**config.mk**
```make
export PLATFORM = sky130hd
export DESIGN_NAME = calculator_language_tokenizer
export DESIGN_NICKNAME = d
export VERILOG_FILES = /design/src/hw/rtl/clt_pkg.sv /design/src/hw/rtl/clt_front.sv /design/src/hw/rtl/clt_cmdq.sv /design/src/hw/rtl/clt_back.sv /design/src/hw/rtl/calculator_language_tokenizer.sv
export SDC_FILE = /design/constraint.sdc
export NUM_CORES = 1
export LEC_CHECK = 0
export BUFFER_PORTS_ARGS = -buffer_cell sky130_fd_sc_hd__buf_2
export CAP_MARGIN = 20
export CORE_ASPECT_RATIO = 0.8
export CORE_MARGIN = 4
export CORE_UTILIZATION = 45
export CTS_CLUSTER_DIAMETER = 60
export DETAILED_ROUTE_END_ITERATION = 10
export PLACE_DENSITY = 0.64
export SYNTH_ARGS = -nofsm -noshare
export SYNTH_HDL_FRONTEND = slang
export SYNTH_SLANG_ARGS = --single-unit
```
**constraint.sdc**
```tcl
create_clock -name clock -period 17.76 [get_ports clock]
set_input_delay 2.664 -clock clock [delete_from_list [all_inputs] [get_ports clock]]
set_output_delay 2.664 -clock clock [all_outputs]
set_load 0.05 [all_outputs]
```
**src/hw/rtl/clt_pkg.sv**
```systemverilog
// Shared types, constants and a helper function of the calculator-language tokenizer.
package clt_pkg;

   localparam int MAX_TOKEN_LEN = 32;
   localparam int LEN_W         = $clog2(MAX_TOKEN_LEN + 1);
   localparam int IDX_W         = $clog2(MAX_TOKEN_LEN);
   localparam int Q_DEPTH       = 4;
   localparam int Q_PTR_W       = $clog2(Q_DEPTH);
   localparam int Q_CNT_W       = $clog2(Q_DEPTH + 1);

   // token kinds
   localparam logic [3:0] K_LPAREN = 4'd0;
   localparam logic [3:0] K_RPAREN = 4'd1;
   localparam logic [3:0] K_ADD    = 4'd2;
   localparam logic [3:0] K_SUB    = 4'd3;
   localparam logic [3:0] K_MUL    = 4'd4;
   localparam logic [3:0] K_DIV    = 4'd5;
   localparam logic [3:0] K_ASSIGN = 4'd6;
   localparam logic [3:0] K_NUMBER = 4'd7;
   localparam logic [3:0] K_IDENT  = 4'd8;
   localparam logic [3:0] K_READ   = 4'd9;
   localparam logic [3:0] K_WRITE  = 4'd10;
   localparam logic [3:0] K_EOF    = 4'd11;

   // error codes
   localparam logic [2:0] E_NONE     = 3'd0;
   localparam logic [2:0] E_COLON    = 3'd1;
   localparam logic [2:0] E_DOLLAR   = 3'd2;
   localparam logic [2:0] E_TWO_DOTS = 3'd3;
   localparam logic [2:0] E_DOT_END  = 3'd4;
   localparam logic [2:0] E_UNKNOWN  = 3'd5;
   localparam logic [2:0] E_TOO_LONG = 3'd6;

   // characters
   localparam logic [7:0] CH_NUL    = 8'h00;
   localparam logic [7:0] CH_TAB    = 8'h09;
   localparam logic [7:0] CH_LF     = 8'h0A;
   localparam logic [7:0] CH_SPACE  = 8'h20;
   localparam logic [7:0] CH_DOLLAR = 8'h24;
   localparam logic [7:0] CH_LPAREN = 8'h28;
   localparam logic [7:0] CH_RPAREN = 8'h29;
   localparam logic [7:0] CH_STAR   = 8'h2A;
   localparam logic [7:0] CH_PLUS   = 8'h2B;
   localparam logic [7:0] CH_MINUS  = 8'h2D;
   localparam logic [7:0] CH_DOT    = 8'h2E;
   localparam logic [7:0] CH_SLASH  = 8'h2F;
   localparam logic [7:0] CH_COLON  = 8'h3A;
   localparam logic [7:0] CH_EQUALS = 8'h3D;
   localparam logic [7:0] CH_UNDER  = 8'h5F;
   localparam logic [7:0] CASE_GAP  = 8'h20;

   typedef struct packed {
      logic [7:0] ch;
      logic       end_of_input;
   } req_type;

   typedef struct packed {
      logic [3:0] token_kind;
      logic [7:0] token_char;
      logic       last_of_token;
      logic [2:0] error_code;
      logic       number_touches_letter;
   } rsp_type;

   // one queued emit command: a whole token or a single result
   typedef struct packed {
      logic [3:0]       kind;
      logic [7:0]       ch;
      logic [LEN_W-1:0] len;
      logic [2:0]       err;
      logic             warn;
      logic             from_buf;
      logic             bank;
   } cmd_type;

   typedef struct packed {
      logic    valid0;
      logic    valid1;
      cmd_type cmd0;
      cmd_type cmd1;
   } qpush_type;

   typedef struct packed {
      logic    valid;
      cmd_type cmd;
   } qhead_type;

   typedef struct packed {
      logic valid;
      logic bank;
   } rel_type;

   typedef struct packed {
      logic             en;
      logic             bank;
      logic [IDX_W-1:0] idx;
      logic [7:0]       data;
   } wr_type;

   // lower-case keyword text
   function automatic logic [7:0] kw_char(logic [3:0] kind, logic [2:0] idx);
      logic [7:0] r;
      r = CH_NUL;
      if (kind == K_READ) begin
         unique case (idx)
            3'd0:    r = "r";
            3'd1:    r = "e";
            3'd2:    r = "a";
            3'd3:    r = "d";
            default: r = CH_NUL;
         endcase
      end else if (kind == K_WRITE) begin
         unique case (idx)
            3'd0:    r = "w";
            3'd1:    r = "r";
            3'd2:    r = "i";
            3'd3:    r = "t";
            3'd4:    r = "e";
            default: r = CH_NUL;
         endcase
      end
      return r;
   endfunction

endpackage

```
**src/hw/rtl/clt_front.sv**
```systemverilog
// Scanner front end: classifies characters, builds tokens and queues emit commands.
module clt_front (
   input  logic               clock,
   input  logic               reset,
   input  logic               req_valid,
   output logic               req_ready,
   input  clt_pkg::req_type   req_data,
   input  logic [clt_pkg::Q_CNT_W-1:0] q_count,
   output clt_pkg::qpush_type q_push,
   output clt_pkg::wr_type    buf_wr,
   input  clt_pkg::rel_type   rel
);
   import clt_pkg::*;

   localparam logic [3:0] M_IDLE    = 4'd0;
   localparam logic [3:0] M_COLON   = 4'd1;
   localparam logic [3:0] M_DOLLAR  = 4'd2;
   localparam logic [3:0] M_SLASH   = 4'd3;
   localparam logic [3:0] M_COMMENT = 4'd4;
   localparam logic [3:0] M_CSTAR   = 4'd5;
   localparam logic [3:0] M_NUMBER  = 4'd6;
   localparam logic [3:0] M_NUMDOT  = 4'd7;
   localparam logic [3:0] M_IDENT   = 4'd8;

   logic [3:0]       mode_ff, mode_in;
   logic [LEN_W-1:0] len_ff, len_in;
   logic             dot_ff, dot_in;
   logic             halted_ff, halted_in;
   logic             wb_ff, wb_in;
   logic             rd_ok_ff, rd_ok_in;
   logic             wr_ok_ff, wr_ok_in;
   logic [1:0]       busy_ff, busy_in;

   logic       acc, tokeny, start_bank, do_idle;
   logic       f_v, s_v;
   cmd_type    f_cmd, s_cmd;
   logic [7:0] c, up;
   logic       is_dig, is_alp, is_idc;

   function automatic cmd_type mk_single(logic [3:0] kind, logic [7:0] ch);
      cmd_type r;
      r          = '0;
      r.kind     = kind;
      r.ch       = ch;
      r.len      = LEN_W'(1);
      return r;
   endfunction

   function automatic cmd_type mk_err(logic [2:0] code);
      cmd_type r;
      r     = mk_single(K_LPAREN, CH_NUL);
      r.err = code;
      return r;
   endfunction

   function automatic cmd_type mk_text(logic [3:0] kind, logic [LEN_W-1:0] len);
      cmd_type r;
      r      = mk_single(kind, CH_NUL);
      r.len  = len;
      return r;
   endfunction

   function automatic cmd_type mk_buf(logic [3:0] kind, logic [LEN_W-1:0] len,
                                      logic warn, logic bank);
      cmd_type r;
      r          = mk_text(kind, len);
      r.warn     = warn;
      r.from_buf = 1'b1;
      r.bank     = bank;
      return r;
   endfunction

   assign c      = req_data.ch;
   assign is_dig = (c >= "0") && (c <= "9");
   assign is_alp = ((c >= "A") && (c <= "Z")) || ((c >= "a") && (c <= "z"));
   assign is_idc = is_alp || is_dig || (c == CH_UNDER);
   assign up     = ((c >= "a") && (c <= "z")) ? c - CASE_GAP : c;

   // a delimiter that ends a token may start a new one in the other bank
   assign tokeny     = (mode_ff == M_NUMBER) || (mode_ff == M_IDENT);
   assign start_bank = tokeny ? ~wb_ff : wb_ff;
   assign req_ready  = (q_count <= Q_CNT_W'(Q_DEPTH - 2)) && !busy_ff[start_bank];
   assign acc        = req_valid && req_ready;

   always_comb begin
      mode_in   = mode_ff;
      len_in    = len_ff;
      dot_in    = dot_ff;
      halted_in = halted_ff;
      wb_in     = wb_ff;
      rd_ok_in  = rd_ok_ff;
      wr_ok_in  = wr_ok_ff;
      f_v       = 1'b0;
      s_v       = 1'b0;
      f_cmd     = '0;
      s_cmd     = '0;
      buf_wr    = '0;
      do_idle   = 1'b0;

      if (acc && !halted_ff) begin
         if (req_data.end_of_input) begin
            halted_in = 1'b1;
            s_v       = 1'b1;
            s_cmd     = mk_single(K_EOF, CH_DOLLAR);
            unique case (mode_ff)
               M_NUMBER: begin
                  f_v   = 1'b1;
                  f_cmd = mk_buf(K_NUMBER, len_ff, 1'b0, wb_ff);
               end
               M_IDENT: begin
                  f_v = 1'b1;
                  if ((len_ff == LEN_W'(4)) && rd_ok_ff)      f_cmd = mk_text(K_READ, len_ff);
                  else if ((len_ff == LEN_W'(5)) && wr_ok_ff) f_cmd = mk_text(K_WRITE, len_ff);
                  else f_cmd = mk_buf(K_IDENT, len_ff, 1'b0, wb_ff);
               end
               M_SLASH: begin
                  f_v   = 1'b1;
                  f_cmd = mk_single(K_DIV, CH_SLASH);
               end
               M_NUMDOT: s_cmd = mk_err(E_DOT_END);
               M_COLON:  s_cmd = mk_err(E_COLON);
               M_DOLLAR: s_cmd = mk_err(E_DOLLAR);
               default:  ;
            endcase
         end else begin
            unique case (mode_ff)
               M_COLON: begin
                  s_v = 1'b1;
                  if (c == CH_EQUALS) begin
                     s_cmd   = mk_text(K_ASSIGN, LEN_W'(2));
                     mode_in = M_IDLE;
                  end else begin
                     s_cmd     = mk_err(E_COLON);
                     halted_in = 1'b1;
                  end
               end
               M_DOLLAR: begin
                  s_v       = 1'b1;
                  halted_in = 1'b1;
                  s_cmd     = (c == CH_DOLLAR) ? mk_single(K_EOF, CH_DOLLAR)
                                               : mk_err(E_DOLLAR);
               end
               M_SLASH: begin
                  if (c == CH_STAR) begin
                     mode_in = M_COMMENT;
                  end else begin
                     f_v     = 1'b1;
                     f_cmd   = mk_single(K_DIV, CH_SLASH);
                     do_idle = 1'b1;
                  end
               end
               M_COMMENT: begin
                  if (c == CH_LF)        mode_in = M_IDLE;
                  else if (c == CH_STAR) mode_in = M_CSTAR;
               end
               M_CSTAR: begin
                  if ((c == CH_SLASH) || (c == CH_LF)) mode_in = M_IDLE;
                  else if (c != CH_STAR)               mode_in = M_COMMENT;
               end
               M_NUMDOT, M_NUMBER, M_IDENT: begin
                  if ((mode_ff == M_NUMDOT) && !is_dig) begin
                     s_v       = 1'b1;
                     s_cmd     = mk_err(E_DOT_END);
                     halted_in = 1'b1;
                  end else if ((mode_ff == M_NUMBER) && (c == CH_DOT) && dot_ff) begin
                     s_v       = 1'b1;
                     s_cmd     = mk_err(E_TWO_DOTS);
                     halted_in = 1'b1;
                  end else if (((mode_ff != M_IDENT) && (is_dig || (c == CH_DOT))) ||
                               ((mode_ff == M_IDENT) && is_idc)) begin
                     // append to the token being built
                     if (len_ff >= LEN_W'(MAX_TOKEN_LEN)) begin
                        s_v       = 1'b1;
                        s_cmd     = mk_err(E_TOO_LONG);
                        halted_in = 1'b1;
                     end else begin
                        buf_wr.en   = 1'b1;
                        buf_wr.bank = wb_ff;
                        buf_wr.idx  = len_ff[IDX_W-1:0];
                        buf_wr.data = up;
                        len_in      = len_ff + LEN_W'(1);
                        rd_ok_in    = rd_ok_ff && (len_ff < LEN_W'(4)) &&
                                      (up == kw_char(K_READ, len_ff[2:0]) - CASE_GAP);
                        wr_ok_in    = wr_ok_ff && (len_ff < LEN_W'(5)) &&
                                      (up == kw_char(K_WRITE, len_ff[2:0]) - CASE_GAP);
                        if (mode_ff == M_NUMDOT) mode_in = M_NUMBER;
                        else if (c == CH_DOT) begin
                           dot_in  = 1'b1;
                           mode_in = M_NUMDOT;
                        end
                     end
                  end else begin
                     // delimiter: flush, then scan the character afresh
                     f_v     = 1'b1;
                     if (mode_ff == M_NUMBER)
                        f_cmd = mk_buf(K_NUMBER, len_ff, is_alp, wb_ff);
                     else if ((len_ff == LEN_W'(4)) && rd_ok_ff)
                        f_cmd = mk_text(K_READ, len_ff);
                     else if ((len_ff == LEN_W'(5)) && wr_ok_ff)
                        f_cmd = mk_text(K_WRITE, len_ff);
                     else
                        f_cmd = mk_buf(K_IDENT, len_ff, 1'b0, wb_ff);
                     len_in  = '0;
                     wb_in   = ~wb_ff;
                     do_idle = 1'b1;
                  end
               end
               default: do_idle = 1'b1;
            endcase

            if (do_idle) begin
               mode_in = M_IDLE;
               priority if ((c == CH_SPACE) || (c == CH_TAB) || (c == CH_LF)) begin
                  mode_in = M_IDLE;
               end else if (c == CH_LPAREN) begin
                  s_v = 1'b1; s_cmd = mk_single(K_LPAREN, c);
               end else if (c == CH_RPAREN) begin
                  s_v = 1'b1; s_cmd = mk_single(K_RPAREN, c);
               end else if (c == CH_PLUS) begin
                  s_v = 1'b1; s_cmd = mk_single(K_ADD, c);
               end else if (c == CH_MINUS) begin
                  s_v = 1'b1; s_cmd = mk_single(K_SUB, c);
               end else if (c == CH_STAR) begin
                  s_v = 1'b1; s_cmd = mk_single(K_MUL, c);
               end else if (c == CH_COLON) begin
                  mode_in = M_COLON;
               end else if (c == CH_SLASH) begin
                  mode_in = M_SLASH;
               end else if (c == CH_DOLLAR) begin
                  mode_in = M_DOLLAR;
               end else if (is_dig || is_alp) begin
                  buf_wr.en   = 1'b1;
                  buf_wr.bank = wb_in;
                  buf_wr.idx  = '0;
                  buf_wr.data = up;
                  len_in      = LEN_W'(1);
                  dot_in      = 1'b0;
                  mode_in     = is_dig ? M_NUMBER : M_IDENT;
                  rd_ok_in    = (up == kw_char(K_READ, 3'd0) - CASE_GAP);
                  wr_ok_in    = (up == kw_char(K_WRITE, 3'd0) - CASE_GAP);
               end else begin
                  s_v       = 1'b1;
                  s_cmd     = mk_err(E_UNKNOWN);
                  halted_in = 1'b1;
               end
            end
         end
      end
   end

   always_comb begin
      q_push.valid0 = f_v || s_v;
      q_push.valid1 = f_v && s_v;
      q_push.cmd0   = f_v ? f_cmd : s_cmd;
      q_push.cmd1   = s_cmd;
      for (int b = 0; b < 2; b++) begin
         busy_in[b] = (busy_ff[b] && !(rel.valid && (rel.bank == 1'(b)))) ||
                      (f_v && f_cmd.from_buf && (f_cmd.bank == 1'(b)));
      end
   end

   always_ff @(posedge clock) begin
      if (reset) begin
         mode_ff   <= M_IDLE;
         len_ff    <= '0;
         dot_ff    <= 1'b0;
         halted_ff <= 1'b0;
         wb_ff     <= 1'b0;
         rd_ok_ff  <= 1'b0;
         wr_ok_ff  <= 1'b0;
         busy_ff   <= '0;
      end else begin
         mode_ff   <= mode_in;
         len_ff    <= len_in;
         dot_ff    <= dot_in;
         halted_ff <= halted_in;
         wb_ff     <= wb_in;
         rd_ok_ff  <= rd_ok_in;
         wr_ok_ff  <= wr_ok_in;
         busy_ff   <= busy_in;
      end
   end

endmodule

```
**src/hw/rtl/clt_cmdq.sv**
```systemverilog
// Short command queue between scanner and emitter, up to two pushes per cycle.
module clt_cmdq (
   input  logic               clock,
   input  logic               reset,
   input  clt_pkg::qpush_type q_push,
   input  logic               pop,
   output clt_pkg::qhead_type head,
   output logic [clt_pkg::Q_CNT_W-1:0] count
);
   import clt_pkg::*;

   cmd_type              slot_ff [Q_DEPTH];
   logic [Q_PTR_W-1:0]   wr_ptr_ff, wr_ptr_in, rd_ptr_ff, rd_ptr_in;
   logic [Q_CNT_W-1:0]   count_ff, count_in;

   assign head.valid = (count_ff != '0);
   assign head.cmd   = slot_ff[rd_ptr_ff];
   assign count      = count_ff;

   always_comb begin
      wr_ptr_in = wr_ptr_ff + Q_PTR_W'(q_push.valid0) + Q_PTR_W'(q_push.valid1);
      rd_ptr_in = rd_ptr_ff + Q_PTR_W'(pop);
      count_in  = count_ff + Q_CNT_W'(q_push.valid0) + Q_CNT_W'(q_push.valid1)
                  - Q_CNT_W'(pop);
   end

   always_ff @(posedge clock) begin
      if (reset) begin
         wr_ptr_ff <= '0;
         rd_ptr_ff <= '0;
         count_ff  <= '0;
      end else begin
         wr_ptr_ff <= wr_ptr_in;
         rd_ptr_ff <= rd_ptr_in;
         count_ff  <= count_in;
      end
   end

   always_ff @(posedge clock) begin
      if (q_push.valid0) slot_ff[wr_ptr_ff] <= q_push.cmd0;
      if (q_push.valid1) slot_ff[wr_ptr_ff + Q_PTR_W'(1)] <= q_push.cmd1;
   end

endmodule

```
**src/hw/rtl/clt_back.sv**
```systemverilog
// Emitter back end: token buffer banks and the result output register.
module clt_back (
   input  logic               clock,
   input  logic               reset,
   input  clt_pkg::wr_type    buf_wr,
   input  clt_pkg::qhead_type head,
   output logic               pop,
   output clt_pkg::rel_type   rel,
   output logic               rsp_valid,
   input  logic               rsp_ready,
   output clt_pkg::rsp_type   rsp_data
);
   import clt_pkg::*;

   logic [7:0]       mem_ff [2][MAX_TOKEN_LEN];
   logic [LEN_W-1:0] idx_ff, idx_in;
   logic             valid_ff, valid_in;
   logic [3:0]       kind_ff;
   logic [7:0]       ch_ff, rd_data_ff;
   logic             last_ff, warn_ff, sel_buf_ff;
   logic [2:0]       err_ff;

   logic       adv, take, last;
   logic [7:0] const_ch;

   assign adv  = !valid_ff || rsp_ready;
   assign take = adv && head.valid;
   assign last = ((idx_ff + LEN_W'(1)) == head.cmd.len);
   assign pop  = take && last;

   // buffer bank goes back to the scanner once its last beat is loaded
   assign rel.valid = pop && head.cmd.from_buf;
   assign rel.bank  = head.cmd.bank;

   always_comb begin
      unique case (head.cmd.kind)
         K_ASSIGN:         const_ch = (idx_ff == '0) ? CH_COLON : CH_EQUALS;
         K_READ, K_WRITE:  const_ch = kw_char(head.cmd.kind, idx_ff[2:0]);
         default:          const_ch = head.cmd.ch;
      endcase
      valid_in = adv ? head.valid : valid_ff;
      idx_in   = take ? (last ? '0 : idx_ff + LEN_W'(1)) : idx_ff;
   end

   always_ff @(posedge clock) begin
      if (reset) begin
         valid_ff <= 1'b0;
         idx_ff   <= '0;
      end else begin
         valid_ff <= valid_in;
         idx_ff   <= idx_in;
      end
   end

   always_ff @(posedge clock) begin
      if (buf_wr.en) mem_ff[buf_wr.bank][buf_wr.idx] <= buf_wr.data;
   end

   always_ff @(posedge clock) begin
      if (take) begin
         kind_ff    <= head.cmd.kind;
         ch_ff      <= const_ch;
         last_ff    <= last;
         err_ff     <= head.cmd.err;
         warn_ff    <= head.cmd.warn;
         sel_buf_ff <= head.cmd.from_buf;
         rd_data_ff <= mem_ff[head.cmd.bank][idx_ff[IDX_W-1:0]];
      end
   end

   assign rsp_valid                      = valid_ff;
   assign rsp_data.token_kind            = kind_ff;
   assign rsp_data.token_char            = sel_buf_ff ? rd_data_ff : ch_ff;
   assign rsp_data.last_of_token         = last_ff;
   assign rsp_data.error_code            = err_ff;
   assign rsp_data.number_touches_letter = warn_ff;

endmodule

```
**src/hw/rtl/calculator_language_tokenizer.sv**
```systemverilog
// Top level of the calculator-language tokenizer.
// One character (or end-of-input mark) is taken per beat on req_, and tokens leave on rsp_ as
// runs of character beats, the final one flagged last_of_token. The scanner takes a character
// every cycle while it builds a token or skips whitespace and comments, unless req_ready drops;
// each emitted result is one rsp_ beat, so a token of n characters takes n beats on rsp_.
// Number and identifier texts sit in two buffer banks: a token may be built in one bank while
// the other drains, and req_ready drops when the bank a new token needs is still draining or
// the four-entry command queue has fewer than two free slots. After an error or end of file
// the block keeps taking beats and gives nothing until reset. No clearing pass after reset.
module calculator_language_tokenizer (
   input  logic             clock,
   input  logic             reset,
   input  logic             req_valid,
   output logic             req_ready,
   input  clt_pkg::req_type req_data,
   output logic             rsp_valid,
   input  logic             rsp_ready,
   output clt_pkg::rsp_type rsp_data
);
   import clt_pkg::*;

   qpush_type          q_push;
   qhead_type          head;
   logic [Q_CNT_W-1:0] q_count;
   logic               pop;
   rel_type            rel;
   wr_type             buf_wr;

   clt_front u_front (
      .clock     (clock),
      .reset     (reset),
      .req_valid (req_valid),
      .req_ready (req_ready),
      .req_data  (req_data),
      .q_count   (q_count),
      .q_push    (q_push),
      .buf_wr    (buf_wr),
      .rel       (rel)
   );

   clt_cmdq u_cmdq (
      .clock  (clock),
      .reset  (reset),
      .q_push (q_push),
      .pop    (pop),
      .head   (head),
      .count  (q_count)
   );

   clt_back u_back (
      .clock     (clock),
      .reset     (reset),
      .buf_wr    (buf_wr),
      .head      (head),
      .pop       (pop),
      .rel       (rel),
      .rsp_valid (rsp_valid),
      .rsp_ready (rsp_ready),
      .rsp_data  (rsp_data)
   );

endmodule

```
Word-level counts from Yosys, hierarchy flattened
Memory sizes are Yosys's and may differ from the RTL's. A register that Yosys moved wholly into a read port is not among the register bits.
Index checks and enable logic that the tools add are counted.
Word-level totals
  register bits: 57
  memory bits (writable): 608
  input bits: 13
  memories kept: 2
Cells by class
  add/subtract/negate cells: 12
  order comparisons: 14
  eq/ne operators: 51
  muxes and demuxes: 233
  bitwise gates (word level): 6
  reductions and logical operators: 60
Memory list
  u_back.mem_ff: depth 2, bits a word 256, read ports 1, clocked after Yosys merged registers in 0, wr ports 1, line clt_back.sv:15  | logic [7:0] mem_ff [2][MAX_TOKEN_LEN];
  u_cmdq.slot_ff: depth 4, bits a word 24, read ports 1, clocked after Yosys merged registers in 1, wr ports 2, line clt_cmdq.sv:12  | cmd_type slot_ff [Q_DEPTH];
Operators by type and width (count)
  $mux W24: 24
  $mux W15: 18
  $mux W256: 1
  $pmux W24 S3: 3
  $mux W8: 21
  $mux W1: 105
  $mux W6: 17
  $mux W4: 24
  $eq A8 B6 Y1 const B: 11
  $pmux W7 S5: 2
  $pmux W7 S4: 2
  $pmux W24 S2: 1
  $mux W23: 2
  $mux W22: 2
  $bmux W8 S5: 1
  $demux W8 S5: 1
  $logic_and A1 B1 Y1: 29
  $eq A8 B7 Y1 const B: 3
  $sub A8 B6 Y8 const B: 3
  $eq A4 B3 Y1 const B: 5
  $pmux W4 S5: 1
  $ge A6 B6 Y1 const B: 3
  $eq A8 B4 Y1 const B: 2
  $eq A8 B8 Y1: 2
  45 further kinds: 93

Depth between registers and ports, before layout
Gate-level depths: netlist of the first run.
  word-level depth: 32
  depth in mapped cells: 17
  gate-level depth less buffers: 14

Modules after synthesis
From an unflattened synthesis of the first run, not the netlist that was laid out.
Unflattened totals
  cells, all modules: 1832
  area, all modules: 29650.9 um^2
By module, submodules not included
  clt_back: instances 1, cells an instance 1147, area an instance 21797.2 um^2, seq. area each 16295.6 um^2
  clt_cmdq: instances 1, cells an instance 269, area an instance 5026.1 um^2, seq. area each 3022.9 um^2
  clt_front: instances 1, cells an instance 416, area an instance 2827.7 um^2, seq. area each 340.3 um^2

Least setup slack after synthesis of the first run
No wires, ideal clock.
  path kind: input-to-reg
  start point: input port req_data[6] (netlist bit)
  end point: memory u_back.mem_ff[0][101] (netlist bit), data pin
  arrival: 7.199 ns
  data required time: 17.080 ns
  setup slack: 9.880 ns
  stages on the path: 11
  buffers on the path: 2
  path through: buf_2 inv_1 ha_1 o311a_1 o21bai_4 a211oi_1 or3_1 buf_2 nor3_2 nor2_1 nor3_1
RTL lines
  from (decl): line calculator_language_tokenizer.sv:15  | input clt_pkg::req_type req_data,
  to (decl): line clt_back.sv:15

==> metrics.txt, run 1 <==
VDD IR max 0.0880 mV; CP max stage delay 810 ps; max-slew violation count 0; H-tree levels 3; share of cells above drive strength 1 0.148; max layer used met5; fin crit period approximately 6400 ps; Setup Viol. Count Final 0; Clock Tree Buf Depth 3; Worst setup EP type flip-flop; Final Cycle Share 0.360; detailed-router iteration count before antenna repair 8; post-synth top area share 0.630; Max-slew headroom 0.171; Multi-input gate area 8920 sq um; Die Height 235 um; Gate Count Post-Synth ~2k; post-cts resize count 0; DRC viols 0; register area share after synthesis 0.671; fin area ~32000 sq um; vias in the first global route 17.3k; reg2reg start u_front.mode_ff[3]; max cap viols 0; root buffer cell clkbuf_16; gr ovfl total 0; routed wl met2 roughly 32000 um; outcome finished clean; beginning of the critical path req_data[6]; GRT Resource Usage Total 0.218; Leak ~11 nW; worst slew pin tran around 1200 ps; Core Area about 63000 sq um; worst endpoint required time 17980 ps; Chip Width about 290 um; I/O Buffers 31; WL met3 around 6900 um; CTS buffer count 67; Total Power between 3 and 4 mW; Detail Route Antenna Nets 0; CP max stage cell nand2_1; starting DRC count in detailed routing approximately 2.4k; Hold Fails Final Rpt 0; # IOs 32; M1 wire length between 30000 and 40000 um; # fillers 5201; antenna diode count 0; skew final ~26 ps; Register Area a little under 20000 sq um; clock slew at reported path FFs approximately 60 ps; CTS tree yes; mapped cell area a little under 30000 sq um; Initial Utilization 0.458; vias between 15k and 20k; RSZ-0062 raised after global routing false; Fin Hold WS roughly 470 ps; worst endpoint data arrival time 6620 ps; Worst-Skew Late Latency roughly 620 ps; Area growth, synth to finish 10.7%; Worst Setup Path Type in2reg; Cell Pwr Density about 120 nW/um^2; FP Rows 82; via/cell ratio approximately 6.3; first-pass GRT wire length ~110000 um; WL/cell approximately 26 um; largest net degree at the start of global routing 72; Cell Chain, Critical Path buf_2 > inv_1 > ha_1 > o311a_1 > o21bai_4 > a211oi_1 > or3_1 > o211ai_2 > nand3_1 > nand2_1; Placed Area slightly below 30000 sq um; synth top area cells edfxtp_1, mux4_2, dfxtp_1; total die area 68300 sq um; Post-Route Setup TNS 0 ps; largest area contributor in the netlist edfxtp_1; Post-synth ARST share 0; Final Net Count between 2k and 2.5k; Sink Count about 670; #FFs+latches synth 665; most instantiated library cell after synthesis edfxtp_1; Startpoint Class input port; top post-synthesis cells by count edfxtp_1, nor2_1, mux4_2; Peak Freq 0.156 GHz; hold path startpoint u_front.halted_ff; synthesized area per cell approximately 15 sq um; Syn. warnings 0; Unique masters post-synth a little over 90; Critical Path Fanout Max 17; CTS Hold Buffers Added 0; number of antenna violations at the first check in global routing 1; post-DP HPWL about 48000 um; post-CTS setup buffer count 0; ys flop type edfxtp_1; Placer Congestion approximately 0.88; hold crit path type reg2reg; Core Util, Final 0.507; Post-synth EDFFs just over 600; final WL ~75000 um
==> layout make-up <==
type | count | area share
clock inverter | 28 | 0.00830
clock buffer | 86 | 0.0570
tap | 840 | 0.0329
multi-input combinational | 1161 | 0.279
sequential | 665 | 0.606
inverter | 29 | 0.00341
timing repair buffer | 65 | 0.0129
==> final timing paths <==
| kind | end | cells past startpoint | slack (ps) |
|---|---|---|---|
| setup / recovery | u_cmdq.slot_ff[3][21] | 10 | 11370 |
| hold / removal | u_front.halted_ff | 2 | 470 |
| setup reg to reg | u_cmdq.slot_ff[3][21] | 8 | 12740 |
| hold reg to reg | u_front.halted_ff | 2 | 470 |
==> layout by cell type (no fill, tap or decap), types with 35 or more instances in the layout <==
| cell type | instances |
|---|---|
| a21oi_1 | 75 |
| nor3_1 | 35 |
| dfxtp_1 | 56 |
| edfxtp_1 | 606 |
| nand2_1 | 75 |
| nor2_1 | 167 |
| o21ai_0 | 86 |
| and3_1 | 73 |
| a31oi_1 | 54 |
| buf_2 | 37 |
| mux2i_1 | 70 |
| o211ai_1 | 47 |
| o22ai_1 | 71 |
| clkbuf_16 | 70 |
| mux4_2 | 87 |
==> where the power goes <==
group	switching (mW)	internal (mW)
clock network	0.583	0.784
registers	0.0484	1.78
logic	0.430	0.189
==> critical path: cells and delay by family <==
kind / cells / cell delay (ps)
buffers and inverters: 2 / 330
and+or+nand+nor: 3 / 1970
AOI/OAI and AO/OA: 4 / 1400
adders and majority gates: 1 / 230
==> per-stage QoR <==
step	setup slack (ps)	std cells
floorplan	9880	1989
global placement	10910	2751
detailed placement	10840	2752
CTS	11470	2866
global route	11080	2874
finish	11370	2874
==> layer usage <==
metal | track usage | vias to the layer above
met5 | 0 | -
met4 | 0.0509 | 2
met3 | 0.0493 | 122
met2 | 0.312 | 865
met1 | 0.338 | 9235
li1 | - | 7895
==> flip-flops by register name (all words and copies together), names as in the netlist, 2 cells and up <==
| register | flops |
|---|---|
| u_back.idx_ff | 6 |
| u_front.busy_ff | 2 |
| u_front.mode_ff | 4 |
| u_cmdq.rd_ptr_ff | 2 |
| u_back.err_ff | 3 |
| u_back.rd_data_ff | 8 |
| u_back.mem_ff | 512 |
| u_cmdq.wr_ptr_ff | 2 |
| u_cmdq.slot_ff | 96 |
| u_back.kind_ff | 4 |
| u_cmdq.count | 3 |
| u_back.ch_ff | 8 |
| u_front.len_ff | 6 |
==> cells by family after synthesis <==
family | after synthesis | synth area share
compound gates | 453 | 0.105
xor+xnor | 20 | 0.00607
fa+ha+maj | 19 | 0.00901
buf+inv | 163 | 0.0243
flops | 665 | 0.671
mux | 168 | 0.0968
other cells | 1 | 0.000130
simple gates | 489 | 0.0878
Note: power is estimated with default switching activity, not from simulation.
==> run 2: changes to the inputs <==
==> constraint.sdc (replaced) <==
create_clock -name clock -period 6.31 [get_ports clock]
set_input_delay 0.9465 -clock clock [delete_from_list [all_inputs] [get_ports clock]]
set_output_delay 0.9465 -clock clock [all_outputs]
set_load 0.05 [all_outputs]
==> run 2 against run 1 <==
Net effect:
- total power grew to 2.8 times the previous value
- clock power grew to 2.9 times the previous value
- non-clock buffer count is 6 higher
- worst hold slack worse by 8.3 ps
- global-route usage is 0.13 points higher
- first-iteration DRC count is 3.5% higher
- critical path type is now reg2reg
- critical endpoint is now u_cmdq.count[1]
==> metrics.txt, run 2 (synthesis gave the netlist of run 1 again) <==
outcome finished clean (unchanged); Sink Count 665 (unchanged); CTS tree yes (unchanged); Cell Pwr Density 336 nW/um^2 (was 119 nW/um^2); Top reg by flops u_back.mem_ff (unchanged); antenna diode count 0 (unchanged); hold path depth 2 (unchanged); GR met2 Demand/Resource 0.313 (was 0.312); DRC viols 0 (unchanged); max reg flops 512 (unchanged); Die Height 235 um (unchanged); biggest registers after layout u_back.mem_ff (512), u_cmdq.slot_ff (96) (unchanged); post-CTS setup buffer count 0 (unchanged); Clock Tree Buf Depth 3 (unchanged); final WL 75300 um (was 74800 um); Worst Setup Path Type reg2reg (was in2reg); hold path startpoint u_front.halted_ff (unchanged); Final Cycle Share 0.771; vias in the first global route 17.5k (was 17.3k); FP Rows 82 (unchanged); vias 18.1k (about the same); GRT Resource Usage Total 0.219 (was 0.218); max cap viols 0 (unchanged); fin area 32100 sq um (was 32000 sq um); via/cell ratio 6.28 (was 6.30); hold crit path type reg2reg (unchanged); share of cells above drive strength 1 0.153 (was 0.148); Worst-Skew Late Latency 610 ps (was 620 ps); R2R depth 12 (was 8); WL/cell 26.1 um (was 26.0 um); Core Util, Final 0.509 (was 0.507); worst slew pin tran 1030 ps (was 1230 ps); Hold Path End u_front.halted_ff (unchanged); largest net degree at the start of global routing 69 (was 72); reg2reg setup slack 1450 ps (was 12740 ps); number of antenna violations at the first check in global routing 1 (unchanged); starting DRC count in detailed routing 2477 (was 2394); Final Net Count 2027 (was 2021); worst endpoint data arrival time 5330 ps (was 6620 ps); fin crit period about 4900 ps; CP max stage cell nor4b_4 (was nand2_1); Max-slew headroom 0.306 (was 0.171); Setup Viol. Count Final 0 (unchanged); met3 Resource Use GR 0.0545 (was 0.0493); post-DP HPWL 48700 um (was 47600 um); CTS Hold Buffers Added 0 (unchanged); root buffer cell clkbuf_16 (unchanged); most common cell after layout, fill and taps aside edfxtp_1 (unchanged); I/O Buffers 31 (unchanged); Leak 11.1 nW (was 11.0 nW); gr ovfl total 0 (unchanged); Worst setup EP type flip-flop (unchanged); Critical Path Fanout Max 20 (was 17); CP max stage delay 720 ps (was 810 ps); detailed-router iteration count before antenna repair 5 (was 8); Placed Area 30000 sq um (was 29800 sq um); clock slew at reported path FFs 60 ps (about the same); Peak Freq slightly above 0.2 GHz; Multi-input gate area 8910 sq um (was 8920 sq um); Reg-to-Reg End u_cmdq.count[1] (was u_cmdq.slot_ff[3][21]); Hold Fails Final Rpt 0 (unchanged); # IOs 32 (unchanged); commonest cells after routing, fill and taps aside edfxtp_1, nor2_1, mux4_2 (unchanged); Area growth, synth to finish 11.2% (was 10.7%); met1 GRT Util 0.339 (was 0.338); H-tree levels 3 (unchanged); # fillers 5186 (was 5201); post-cts resize count 0 (unchanged); Chip Width 291 um (unchanged); Detail Route Antenna Nets 0 (unchanged); Post-Route Setup TNS 0 ps (unchanged); worst endpoint required time 6780 ps (was 17980 ps); RSZ-0062 raised after global routing false (unchanged); Initial Utilization 0.458 (unchanged); skew final 27.9 ps (was 26.5 ps); first-pass GRT wire length 114000 um (was 113000 um); GR peak layer met1 (unchanged); Cell Chain, Critical Path nor4b_4 > a31oi_1 > a21oi_4 > nor2_2 > or3_1 > o211ai_2 > nand2_1 > ha_1 > fa_1 > inv_1 > fa_1 > nor2b_1 (was buf_2 > inv_1 > ha_1 > o311a_1 > o21bai_4 > a211oi_1 > or3_1 > o211ai_2 > nand3_1 > nand2_1); CP dominant cell by count fa_1; reg2reg start u_front.mode_ff[0] (was u_front.mode_ff[3]); Placer Congestion 0.912 (was 0.880); total die area 68300 sq um (unchanged); max-slew violation count 0 (unchanged); Core Area 63100 sq um (unchanged); Startpoint Class flip-flop (was input port); VDD IR max 0.216 mV (was 0.0880 mV); Register Area 19400 sq um (unchanged); CTS buffer count 67 (unchanged)
==> run 2: routing by layer <==
metal,share of wire,vias up
li1,-,7889
met3,0.10,100
met1,0.45,9197
met2,0.43,920
met4,0.017,0
met5,0,-
==> run 2: how the worst max path moves through the flow <==
| stage | slack [ps] | startpoint | end |
|---|---|---|---|
| 2_1_floorplan | 150 | req_data[6] | u_back.mem_ff[0][101] |
| 3_5_place_dp | 1170 | req_data[6] | u_cmdq.count[1] |
| 3_3_place_gp | 1160 | req_data[6] | u_cmdq.count[1] |
| 5_1_grt | 1120 | u_front.mode_ff[0] | u_cmdq.count[1] |
| 4_1_cts | 1510 | u_front.mode_ff[3] | u_back.mem_ff[1][252] |
| 6_report | 1450 | u_front.mode_ff[0] | u_cmdq.count[1] |
==> run 2: where the power goes <==
part	switching (mW)	total, mW	internal [mW]
registers	0.116	5.11	5.00
logic	1.21	1.73	0.518
clock network	1.65	3.95	2.30
==> run 2: layout make-up <==
class | instances | share of cell area
inverter | 29 | 0.00339
clock inverter | 26 | 0.00982
multi-input combinational | 1161 | 0.278
clock buffer | 91 | 0.0573
tap | 840 | 0.0327
sequential | 665 | 0.604
timing repair buffer | 71 | 0.0157
==> run 2: per-stage QoR <==
stage	setup slack, ps	cells	hold WS (ps)	total power [mW]
2_1_floorplan	148	1989	429	6.41
3_3_place_gp	1160	2764	443	6.89
3_5_place_dp	1170	2765	454	6.92
4_1_cts	1510	2882	467	10.8
5_1_grt	1120	2883	473	11.2
6_report	1450	2883	465	10.8
==> run 2: critical path: cells and delay by family, from the launching register on <==
| family | cells | cell delay [ps] |
|---|---|---|
| AND/OR/NAND/NOR | 5 | 1730 |
| AO/OA/AOI/OAI | 3 | 1270 |
| adder cells (fa/ha/maj) | 3 | 1100 |
| flip-flops | 1 | 540 |
| buffers and inverters | 1 | 80 |
